==> src/hdl/eihc_pkg.sv <==
// Package for the Ethernet/IPv4 header classifier.
// Holds phase encoding, status and direction codes, register indexes and the result struct.
// No dependencies.
package eihc_pkg;

  localparam int NUM_RANGES_DEF      = 3;
  localparam int MPLS_SKIP_BYTES_DEF = 4;
  localparam int PPPOE_SKIP_BYTES    = 8;
  localparam int MAC_BYTES           = 12;
  localparam int IP_HDR_BYTES        = 20;
  localparam int QUEUE_DEPTH         = 2;

  typedef enum logic [2:0] {
    PH_MAC  = 3'd0,
    PH_TYPE = 3'd1,
    PH_VLAN = 3'd2,
    PH_SKIP = 3'd3,
    PH_IP   = 3'd4,
    PH_DONE = 3'd5
  } phase_t;

  localparam logic [2:0] ST_UNKNOWN   = 3'd0;
  localparam logic [2:0] ST_NOT_V4    = 3'd1;
  localparam logic [2:0] ST_NOT_L4    = 3'd2;
  localparam logic [2:0] ST_NO_DIR    = 3'd3;
  localparam logic [2:0] ST_ACCEPTED  = 3'd4;
  localparam logic [2:0] ST_TRUNCATED = 3'd5;

  localparam logic [1:0] DIR_NONE     = 2'd0;
  localparam logic [1:0] DIR_UP       = 2'd1;
  localparam logic [1:0] DIR_DOWN     = 2'd2;
  localparam logic [1:0] DIR_UNMAPPED = 2'd3;

  localparam logic [2:0] REG_RANGE_COUNT    = 3'd0;
  localparam logic [2:0] REG_RANGE0_NETWORK = 3'd1;
  localparam logic [2:0] REG_RANGE0_MASK    = 3'd2;
  localparam logic [2:0] REG_RANGE1_NETWORK = 3'd3;
  localparam logic [2:0] REG_RANGE1_MASK    = 3'd4;
  localparam logic [2:0] REG_RANGE2_NETWORK = 3'd5;
  localparam logic [2:0] REG_RANGE2_MASK    = 3'd6;
  localparam logic [2:0] REG_KEEP_UNMAPPED  = 3'd7;

  localparam logic [15:0] ETH_IPV4  = 16'h0800;
  localparam logic [15:0] ETH_VLAN  = 16'h8100;
  localparam logic [15:0] ETH_MPLS  = 16'h8847;
  localparam logic [15:0] ETH_PPPOE = 16'h8864;

  localparam logic [7:0] PROTO_TCP = 8'd6;
  localparam logic [7:0] PROTO_UDP = 8'd17;

  typedef struct packed {
    logic [2:0]  status;
    logic [47:0] dest_mac;
    logic [47:0] src_mac;
    logic [3:0]  ip_version;
    logic [7:0]  protocol;
    logic [15:0] total_length;
    logic [5:0]  header_length;
    logic [15:0] identification;
    logic [7:0]  time_to_live;
    logic [31:0] source_ip;
    logic [31:0] dest_ip;
    logic [1:0]  direction;
  } result_t;

endpackage

==> src/hdl/eihc_parser.sv <==
// Front part: byte-wise header parser and range classifier.
// Depends on eihc_pkg. Emits one result_t per frame on the frame_end byte.
module eihc_parser #(
  parameter int NUM_RANGES      = eihc_pkg::NUM_RANGES_DEF,
  parameter int MPLS_SKIP_BYTES = eihc_pkg::MPLS_SKIP_BYTES_DEF
) (
  input  logic                  clk,
  input  logic                  rst_n,
  input  logic                  byte_en,
  input  logic [7:0]            data_byte,
  input  logic                  frame_end,
  input  logic [1:0]            range_count,
  input  logic [NUM_RANGES*32-1:0] range_network,
  input  logic [NUM_RANGES*32-1:0] range_mask,
  input  logic                  keep_unmapped,
  output logic                  res_valid,
  output eihc_pkg::result_t     res
);

  eihc_pkg::phase_t phase_r, phase_nxt;
  logic [5:0]  cnt_r, cnt_nxt;
  logic [47:0] dmac_r, dmac_nxt, smac_r, smac_nxt;
  logic [7:0]  type_hi_r, type_hi_nxt;
  logic [3:0]  ver_r, ver_nxt, ihl_r, ihl_nxt;
  logic [7:0]  proto_r, proto_nxt, ttl_r, ttl_nxt;
  logic [15:0] tlen_r, tlen_nxt, ident_r, ident_nxt;
  logic [63:0] addr_r, addr_nxt;
  logic [2:0]  verdict_r, verdict_nxt;
  logic [1:0]  dir_r, dir_nxt;

  logic [15:0] type_word;
  logic [63:0] addr_shift;
  logic [1:0]  dir_found;

  assign addr_shift = {addr_r[55:0], data_byte};

  // Range compare on the address word as completed by this byte; first hit wins.
  always_comb begin
    logic [31:0] s, d, lo, hi, m;
    logic hit;
    s = addr_shift[63:32];
    d = addr_shift[31:0];
    dir_found = eihc_pkg::DIR_NONE;
    hit = 1'b0;
    for (int i = 0; i < NUM_RANGES; i++) begin
      m  = range_mask[i*32 +: 32];
      lo = range_network[i*32 +: 32] & m;
      hi = lo | ~m;
      if (!hit && (32'(i) < 32'(range_count))) begin
        if (s > lo && s < hi) begin
          if (d != hi) begin
            dir_found = eihc_pkg::DIR_UP;
            hit = 1'b1;
          end
        end else if (d > lo && d < hi) begin
          if (s != hi) begin
            dir_found = eihc_pkg::DIR_DOWN;
            hit = 1'b1;
          end
        end
      end
    end
    if (!hit && keep_unmapped) dir_found = eihc_pkg::DIR_UNMAPPED;
  end

  assign type_word = {type_hi_r, data_byte};

  always_comb begin
    phase_nxt   = phase_r;
    cnt_nxt     = cnt_r;
    dmac_nxt    = dmac_r;
    smac_nxt    = smac_r;
    type_hi_nxt = type_hi_r;
    ver_nxt = ver_r; ihl_nxt = ihl_r; proto_nxt = proto_r; ttl_nxt = ttl_r;
    tlen_nxt = tlen_r; ident_nxt = ident_r; addr_nxt = addr_r;
    verdict_nxt = verdict_r; dir_nxt = dir_r;
    if (byte_en) begin
      unique case (phase_r)
        eihc_pkg::PH_MAC: begin
          if (cnt_r < 6'd6) dmac_nxt = {dmac_r[39:0], data_byte};
          else              smac_nxt = {smac_r[39:0], data_byte};
          cnt_nxt = cnt_r + 6'd1;
          if (cnt_r == 6'(eihc_pkg::MAC_BYTES - 1)) begin
            phase_nxt = eihc_pkg::PH_TYPE;
            cnt_nxt   = '0;
          end
        end
        eihc_pkg::PH_TYPE, eihc_pkg::PH_VLAN: begin
          if ((phase_r == eihc_pkg::PH_TYPE && cnt_r == 6'd0) ||
              (phase_r == eihc_pkg::PH_VLAN && cnt_r == 6'd2)) begin
            type_hi_nxt = data_byte;
            cnt_nxt = cnt_r + 6'd1;
          end else if ((phase_r == eihc_pkg::PH_TYPE) ||
                       (phase_r == eihc_pkg::PH_VLAN && cnt_r == 6'd3)) begin
            cnt_nxt = '0;
            priority if (type_word == eihc_pkg::ETH_IPV4) phase_nxt = eihc_pkg::PH_IP;
            else if (type_word == eihc_pkg::ETH_VLAN) phase_nxt = eihc_pkg::PH_VLAN;
            else if (type_word == eihc_pkg::ETH_MPLS) begin
              phase_nxt = eihc_pkg::PH_SKIP;
              cnt_nxt = 6'(MPLS_SKIP_BYTES);
            end else if (type_word == eihc_pkg::ETH_PPPOE) begin
              phase_nxt = eihc_pkg::PH_SKIP;
              cnt_nxt = 6'(eihc_pkg::PPPOE_SKIP_BYTES);
            end else begin
              phase_nxt = eihc_pkg::PH_DONE;
              verdict_nxt = eihc_pkg::ST_UNKNOWN;
            end
          end else begin
            cnt_nxt = cnt_r + 6'd1;
          end
        end
        eihc_pkg::PH_SKIP: begin
          if (cnt_r <= 6'd1) begin
            cnt_nxt = '0;
            phase_nxt = eihc_pkg::PH_IP;
          end else begin
            cnt_nxt = cnt_r - 6'd1;
          end
        end
        eihc_pkg::PH_IP: begin
          cnt_nxt = cnt_r + 6'd1;
          if (cnt_r == 6'd0) begin
            ver_nxt = data_byte[7:4];
            ihl_nxt = data_byte[3:0];
            if (data_byte[7:4] != 4'd4) begin
              phase_nxt = eihc_pkg::PH_DONE;
              verdict_nxt = eihc_pkg::ST_NOT_V4;
            end
          end else if (cnt_r == 6'd2) tlen_nxt[15:8] = data_byte;
          else if (cnt_r == 6'd3) tlen_nxt[7:0] = data_byte;
          else if (cnt_r == 6'd4) ident_nxt[15:8] = data_byte;
          else if (cnt_r == 6'd5) ident_nxt[7:0] = data_byte;
          else if (cnt_r == 6'd8) ttl_nxt = data_byte;
          else if (cnt_r == 6'd9) begin
            proto_nxt = data_byte;
            if (data_byte != eihc_pkg::PROTO_TCP && data_byte != eihc_pkg::PROTO_UDP) begin
              phase_nxt = eihc_pkg::PH_DONE;
              verdict_nxt = eihc_pkg::ST_NOT_L4;
            end
          end else if (cnt_r >= 6'd12) begin
            addr_nxt = addr_shift;
            if (cnt_r == 6'(eihc_pkg::IP_HDR_BYTES - 1)) begin
              dir_nxt = dir_found;
              verdict_nxt = (dir_found == eihc_pkg::DIR_NONE) ?
                            eihc_pkg::ST_NO_DIR : eihc_pkg::ST_ACCEPTED;
              phase_nxt = eihc_pkg::PH_DONE;
            end
          end
        end
        default: ;
      endcase
    end
  end

  // Result built from the values this byte leaves behind.
  always_comb begin
    logic [2:0] st;
    st = (phase_nxt == eihc_pkg::PH_DONE) ? verdict_nxt : eihc_pkg::ST_TRUNCATED;
    res = '0;
    res.status   = st;
    res.dest_mac = dmac_nxt;
    res.src_mac  = smac_nxt;
    if (st >= eihc_pkg::ST_NOT_V4 && st <= eihc_pkg::ST_ACCEPTED) res.ip_version = ver_nxt;
    if (st == eihc_pkg::ST_NO_DIR || st == eihc_pkg::ST_ACCEPTED) begin
      res.protocol       = proto_nxt;
      res.total_length   = tlen_nxt;
      res.header_length  = {ihl_nxt, 2'b00};
      res.identification = ident_nxt;
      res.time_to_live   = ttl_nxt;
      res.source_ip      = addr_nxt[63:32];
      res.dest_ip        = addr_nxt[31:0];
      res.direction      = dir_nxt;
    end
  end

  assign res_valid = byte_en & frame_end;

  // Clear the frame state once the frame_end byte is taken.
  always_ff @(posedge clk) begin
    if (!rst_n || (byte_en && frame_end)) begin
      phase_r <= eihc_pkg::PH_MAC;
      cnt_r <= '0; dmac_r <= '0; smac_r <= '0; type_hi_r <= '0;
      ver_r <= '0; ihl_r <= '0; proto_r <= '0; ttl_r <= '0;
      tlen_r <= '0; ident_r <= '0; addr_r <= '0; verdict_r <= '0; dir_r <= '0;
    end else begin
      phase_r <= phase_nxt; cnt_r <= cnt_nxt; dmac_r <= dmac_nxt; smac_r <= smac_nxt;
      type_hi_r <= type_hi_nxt; ver_r <= ver_nxt; ihl_r <= ihl_nxt;
      proto_r <= proto_nxt; ttl_r <= ttl_nxt; tlen_r <= tlen_nxt;
      ident_r <= ident_nxt; addr_r <= addr_nxt; verdict_r <= verdict_nxt;
      dir_r <= dir_nxt;
    end
  end

endmodule

==> src/hdl/eihc_queue.sv <==
// Back part: short result queue between parser and output channel.
// Depends on eihc_pkg. Drives the output handshake and the input stall.
module eihc_queue (
  input  logic              clk,
  input  logic              rst_n,
  input  logic              push,
  input  eihc_pkg::result_t push_data,
  output logic              full,
  output logic              out_valid,
  input  logic              out_stall,
  output eihc_pkg::result_t out_data
);

  localparam int D = eihc_pkg::QUEUE_DEPTH;
  localparam int AW = $clog2(D);

  eihc_pkg::result_t mem_r [D];
  logic [AW-1:0] wp_r, rp_r;
  logic [AW:0]   cnt_r;
  logic pop;

  assign out_valid = (cnt_r != '0);
  assign full      = (cnt_r == (AW+1)'(D));
  assign pop       = out_valid & ~out_stall;
  assign out_data  = mem_r[rp_r];

  always_ff @(posedge clk) begin
    if (push) mem_r[wp_r] <= push_data;
  end

  always_ff @(posedge clk) begin
    if (!rst_n) begin
      wp_r <= '0; rp_r <= '0; cnt_r <= '0;
    end else begin
      if (push) wp_r <= (wp_r == AW'(D-1)) ? '0 : wp_r + 1'b1;
      if (pop)  rp_r <= (rp_r == AW'(D-1)) ? '0 : rp_r + 1'b1;
      cnt_r <= cnt_r + (AW+1)'(push) - (AW+1)'(pop);
    end
  end

endmodule

==> src/hdl/ethernet_ipv4_header_classifier.sv <==
// Ethernet/IPv4 header classifier: one byte per cycle, one result per frame.
// The result of a frame enters the output queue at the frame_end byte and is
// offered from the queue. Throughput: one byte each cycle; the input stalls
// only when the two-entry result queue is full and the next byte would end a frame.
// Reset (rst_n low, synchronous): parser back to the MAC phase, queue empty,
// all configuration registers zero.
module ethernet_ipv4_header_classifier #(
  parameter int NUM_RANGES      = eihc_pkg::NUM_RANGES_DEF,
  parameter int MPLS_SKIP_BYTES = eihc_pkg::MPLS_SKIP_BYTES_DEF
) (
  input  logic        clk,
  input  logic        rst_n,
  input  logic        in_valid,
  output logic        in_stall,
  input  logic [7:0]  in_data_byte,
  input  logic        in_frame_end,
  output logic        out_valid,
  input  logic        out_stall,
  output logic [2:0]  out_status,
  output logic [47:0] out_dest_mac,
  output logic [47:0] out_src_mac,
  output logic [3:0]  out_ip_version,
  output logic [7:0]  out_protocol,
  output logic [15:0] out_total_length,
  output logic [5:0]  out_header_length,
  output logic [15:0] out_identification,
  output logic [7:0]  out_time_to_live,
  output logic [31:0] out_source_ip,
  output logic [31:0] out_dest_ip,
  output logic [1:0]  out_direction,
  input  logic        cfg_we,
  input  logic [2:0]  cfg_index,
  input  logic [31:0] cfg_data
);

  // Configuration registers.
  logic [1:0]  range_count_r;
  logic [NUM_RANGES*32-1:0] net_r, mask_r;
  logic        keep_r;

  always_ff @(posedge clk) begin
    if (!rst_n) begin
      range_count_r <= '0; net_r <= '0; mask_r <= '0; keep_r <= 1'b0;
    end else if (cfg_we) begin
      if (cfg_index == eihc_pkg::REG_RANGE_COUNT) range_count_r <= cfg_data[1:0];
      else if (cfg_index == eihc_pkg::REG_KEEP_UNMAPPED) keep_r <= cfg_data[0];
      else begin
        for (int i = 0; i < NUM_RANGES; i++) begin
          if (cfg_index == 3'(int'(eihc_pkg::REG_RANGE0_NETWORK) + 2*i))
            net_r[i*32 +: 32] <= cfg_data;
          if (cfg_index == 3'(int'(eihc_pkg::REG_RANGE0_MASK) + 2*i))
            mask_r[i*32 +: 32] <= cfg_data;
        end
      end
    end
  end

  // Ranges beyond NUM_RANGES are never used.
  logic [1:0] eff_count;
  assign eff_count = (32'(range_count_r) > NUM_RANGES) ? 2'(NUM_RANGES) : range_count_r;

  logic accept, res_valid, q_full;
  eihc_pkg::result_t res, q_out;

  // Hold only the frame-ending byte while the queue is full.
  assign in_stall = q_full & in_frame_end;
  assign accept   = in_valid & ~in_stall;

  eihc_parser #(.NUM_RANGES(NUM_RANGES), .MPLS_SKIP_BYTES(MPLS_SKIP_BYTES)) u_parser (
    .clk, .rst_n, .byte_en(accept), .data_byte(in_data_byte), .frame_end(in_frame_end),
    .range_count(eff_count), .range_network(net_r), .range_mask(mask_r),
    .keep_unmapped(keep_r), .res_valid, .res
  );

  eihc_queue u_queue (
    .clk, .rst_n, .push(res_valid), .push_data(res), .full(q_full),
    .out_valid, .out_stall, .out_data(q_out)
  );

  assign out_status         = q_out.status;
  assign out_dest_mac       = q_out.dest_mac;
  assign out_src_mac        = q_out.src_mac;
  assign out_ip_version     = q_out.ip_version;
  assign out_protocol       = q_out.protocol;
  assign out_total_length   = q_out.total_length;
  assign out_header_length  = q_out.header_length;
  assign out_identification = q_out.identification;
  assign out_time_to_live   = q_out.time_to_live;
  assign out_source_ip      = q_out.source_ip;
  assign out_dest_ip        = q_out.dest_ip;
  assign out_direction      = q_out.direction;

endmodule

==> config.mk <==
export PLATFORM = sky130hd
export DESIGN_NAME = ethernet_ipv4_header_classifier
export DESIGN_NICKNAME = d
export VERILOG_FILES = /design/src/hdl/eihc_pkg.sv /design/src/hdl/eihc_parser.sv /design/src/hdl/eihc_queue.sv /design/src/hdl/ethernet_ipv4_header_classifier.sv
export SDC_FILE = /design/constraint.sdc
export NUM_CORES = 2
export LEC_CHECK = 0
export BUFFER_PORTS_ARGS = -buffer_cell sky130_fd_sc_hd__buf_2
export CAP_MARGIN = 20
export CELL_PAD_IN_SITES_DETAIL_PLACEMENT = 1
export CELL_PAD_IN_SITES_GLOBAL_PLACEMENT = 1
export CORE_MARGIN = 8
export CORE_UTILIZATION = 30
export DETAILED_ROUTE_END_ITERATION = 10
export PLACE_DENSITY_LB_ADDON = 0.1
export SLEW_MARGIN = 0
export SYNTH_ARGS = -nofsm -noshare
export SYNTH_HDL_FRONTEND = slang
export SYNTH_SLANG_ARGS = --single-unit
==> constraint.sdc <==
create_clock -name clk -period 14.45 [get_ports clk]
set_input_delay 0 -clock clk [delete_from_list [all_inputs] [get_ports clk]]
set_output_delay 0 -clock clk [all_outputs]
set_load 0.05 [all_outputs]
==> results.json <==
{
  "setup_tns_ns": 0,
  "worstMarginPinSlew_ns": 1.11,
  "cts_max_level": 3,
  "pwr-share-seq": 0.393,
  "rsz0062_at_grt": "false",
  "irDropWorstVdd_mv": 0.105,
  "r2r-start": "u_parser.addr_r[53]$_SDFF_PP0_",
  "gr-usage-all-layers": 0.197,
  "crit_fanout": 63,
  "cellPowerDensity_nw_per_um2": 134,
  "hold_path.class": "in -> reg",
  "synth-compound-area-share": 0.101,
  "synthArstFlopShare": 0,
  "final_util": 0.354,
  "synth_top_family_by_area": "simple AND/OR/NAND/NOR gates",
  "syn_avg_cell_area_um2": 10.9,
  "max_cap_viol_count": 0,
  "synth_adder_area_share": 0.111,
  "p_comb_frac": 0.206,
  "placementRows": 141,
  "wire_per_inst_um": 25.3,
  "drc_errors": 0,
  "p_int_mw": 4.75,
  "required_ns": 14.86,
  "area_growth_pct": 17.6,
  "final_hold_viol_count": 0,
  "ant_nets": 0,
  "arrival_ns": 7.16,
  "dieArea_um2": 160000,
  "critPathKind": "reg -> reg",
  "start_util": 0.301,
  "post-route-min-period_ns": 6.75,
  "die_h_um": 400,
  "hp-start": "in_data_byte[2]",
  "first_iter_violations": 1523,
  "ys_seq_elements": 880,
  "fmax_ghz": 0.148,
  "outcome": "complete, no violations",
  "clk_pin_slew_worst_paths_ns": 0.06,
  "cp-start-kind": "flop",
  "cts_tree": "done",
  "p_sw_mw": 2.23,
  "cp-end-kind": "flop",
  "wirelength_mm": 161,
  "p_leak_nw": 19.9,
  "synth.yosys.seq_area_share": 0.499,
  "pin_count": 274,
  "critPathCapture": "u_queue.mem_r[1][63]$_DFFE_PP_",
  "yosysWarnings": 0,
  "crit_path_start": "u_parser.addr_r[53]$_SDFF_PP0_",
  "netlist_instances": 4048,
  "r2r_cells": 13,
  "regToRegSetupSlack_ns": 7.70,
  "grt_pass1_vias": 33780,
  "p_clk_frac": 0.401,
  "drive_above_1_share": 0.222,
  "gp_congestion": 0.892,
  "fin_crit_sh": 0.467,
  "root_buffer": "clkbuf_16",
  "grt_antenna_before_repair": 8,
  "vias": 32032,
  "die_x_um": 400,
  "clk_path_buf_depth": 3,
  "synthXorXnorAreaFrac": 0.000991,
  "slew_headroom": 0.255,
  "final_max_slew_viol_count": 0,
  "clock_skew_ns": 0.0424,
  "yosysTopAreaCellShare": 0.300,
  "cts_made_buffers": 105,
  "drt-pass1-iter-count": 5,
  "grt_overflow_total": 0,
  "synth_edf_count": 442,
  "layout.nets": 4777,
  "yosysUniqueCellTypes": 78,
  "grt_max_degree": 117,
  "core_um2": 147000,
  "hold_ws_ns": 0.136,
  "setup_viol_count_final": 0,
  "netlist_area_um2": 44200,
  "post_synth_and_or_nand_nor_area_fraction": 0.154,
  "fillCellCount": 16149,
  "worstReg2RegEnd": "u_queue.mem_r[1][63]$_DFFE_PP_",
  "synth_area_leader_cell": "edfxtp_1",
  "synth.top_cells.by_area": "edfxtp_1 30%, dfxtp_1 20%, ha_1 11%",
  "p_sw_frac": 0.319,
  "synth_mux_area_frac": 0.114,
  "dp_hpwl_mm": 115,
  "grt_first_pass_wirelength_mm": 234,
  "ys_dominant_reg_cell": "edfxtp_1",
  "io_buffers": 271,
  "clk_latency_ns": 0.73,
  "viasPerCell": 5.03,
  "cts_sinks": 880
}
[registers in the layout, summed over array words and instances, names as in the netlist, 16 cells and up, named ones only]
register          flops
net_r                96
u_queue.mem_r       442
u_parser.addr_r      64
u_parser.ident_r     16
u_parser.dmac_r      48
mask_r               96
u_parser.tlen_r      16
u_parser.smac_r      48
[through the flow]
step | area [um2] | power, mW | setup slack (ns) | cells
2_1_floorplan | 44200 | 3.84 | 3.53 | 4049
3_3_place_gp | 47700 | 4.25 | 7.87 | 6109
3_5_place_dp | 47700 | 4.25 | 7.81 | 6110
4_1_cts | 51900 | 7.11 | 7.77 | 6358
5_1_grt | 52000 | 7.25 | 7.37 | 6359
6_report | 52000 | 6.98 | 7.70 | 6363
[power groups by stage]
stage / logic [mW] / clock network, mW / registers, mW
2_1_floorplan: 1.05 / 0 / 2.78
3_3_place_gp: 1.45 / 0 / 2.80
3_5_place_dp: 1.45 / 0 / 2.80
4_1_cts: 1.46 / 2.89 / 2.75
5_1_grt: 1.51 / 2.99 / 2.76
6_report: 1.43 / 2.80 / 2.75
[layer usage]
metal / track usage / vias up / wire length (um)
li1: - / 15228 / -
met1: 0.273 / 16096 / 77300
met2: 0.320 / 544 / 73000
met3: 0.0333 / 164 / 7050
met4: 0.0509 / 0 / 3650
met5: 0 / - / 0
[worst min-delay path by stage]
stage,endpoint,slack [ns],cells after the start
floorplan,net_r[9]$_SDFFE_PN0P_,0.14,2
global placement,mask_r[48]$_SDFFE_PN0P_,0.32,3
detailed placement,mask_r[20]$_SDFFE_PN0P_,0.33,3
CTS,mask_r[50]$_SDFFE_PN0P_,0.06,4
global route,mask_r[50]$_SDFFE_PN0P_,0.11,4
finish,u_parser.type_hi_r[2]$_SDFFE_PP0P_,0.14,3
[placed cells by master (no fill, tap or decap), types with 9 or more instances in the layout]
master	count
a2111oi_0	13
a211oi_1	23
a21boi_0	195
a21o_1	24
a21oi_1	238
a21oi_2	20
a31oi_1	10
and2_1	15
buf_2	270
buf_4	55
bufinv_16	11
clkbuf_1	16
clkbuf_16	105
clkbuf_8	26
clkinv_1	9
clkinv_2	20
dfxtp_1	437
dlygate4sd3_1	49
edfxtp_1	442
ha_1	391
inv_1	28
mux2_2	429
mux2i_1	19
nand2_1	704
nand2b_1	27
nand3_1	61
nand4_1	82
nor2_1	93
nor2b_1	324
nor3_1	27
nor4_1	22
o21ai_0	63
or3_1	10
[synthesized netlist by cell type (all sizes together), types with 7 or more instances]
cell	instances
buf	36
o21ai	68
or3	11
nand2	707
and4	7
nand2b	27
a2111oi	14
nand4	82
o211ai	8
mux2i	19
a211oi	28
nor2b	324
a221oi	9
inv	28
and2	16
a31oi	10
a221o	8
a21oi	258
a21boi	196
and3	10
clkbuf	160
nand3	62
a21o	24
ha	391
nor3	30
dfxtp	438
nor2	98
mux2	429
edfxtp	442
nor4	23
[logic make-up after synthesis]
group,Yosys count
and+or+nand+nor,1419
muxes,448
adders and majority gates,392
xor gates and xnor gates,5
AOI/OAI and AO/OA,679
buffers and inverters,224
DFF,880
other,1
[timing repair]
| action | CTS | global route |
|---|---|---|
| buffers inserted | 0 | 0 |
| hold buffers | 49 | 0 |
| resized for setup | 0 | 0 |
| hold endpoints to repair | 240 | 0 |
[final cells by class]
| type | instances | area, um2 | area share |
|---|---|---|---|
| Sequential cell | 880 | 22000 | 0.424 |
| Multi-Input combinational cell | 2945 | 21400 | 0.411 |
| Clock buffer | 147 | 3050 | 0.0586 |
| Tap cell | 1930 | 2410 | 0.0465 |
| Timing Repair Buffer | 377 | 2310 | 0.0444 |
| Clock inverter | 52 | 669 | 0.0129 |
| Inverter | 28 | 105 | 0.00202 |
| Antenna cell | 4 | 10.0 | 0.000193 |
[worst max-delay path, cell delays in order, from the launching register on]
cell and delay (ns):
dfxtp_1 0.77, ha_1 0.27, nand4_1 0.37, nor4_1 1.00, o211ai_1 0.19, o22ai_1 0.33
a2111oi_0 0.11, a211oi_1 0.41, mux2_2 0.42, o41ai_1 0.45, a211oi_2 0.14, or3b_4 0.89
buf_4 0.76, a21oi_1 0.21
Power figures use the tool's default switching activity.
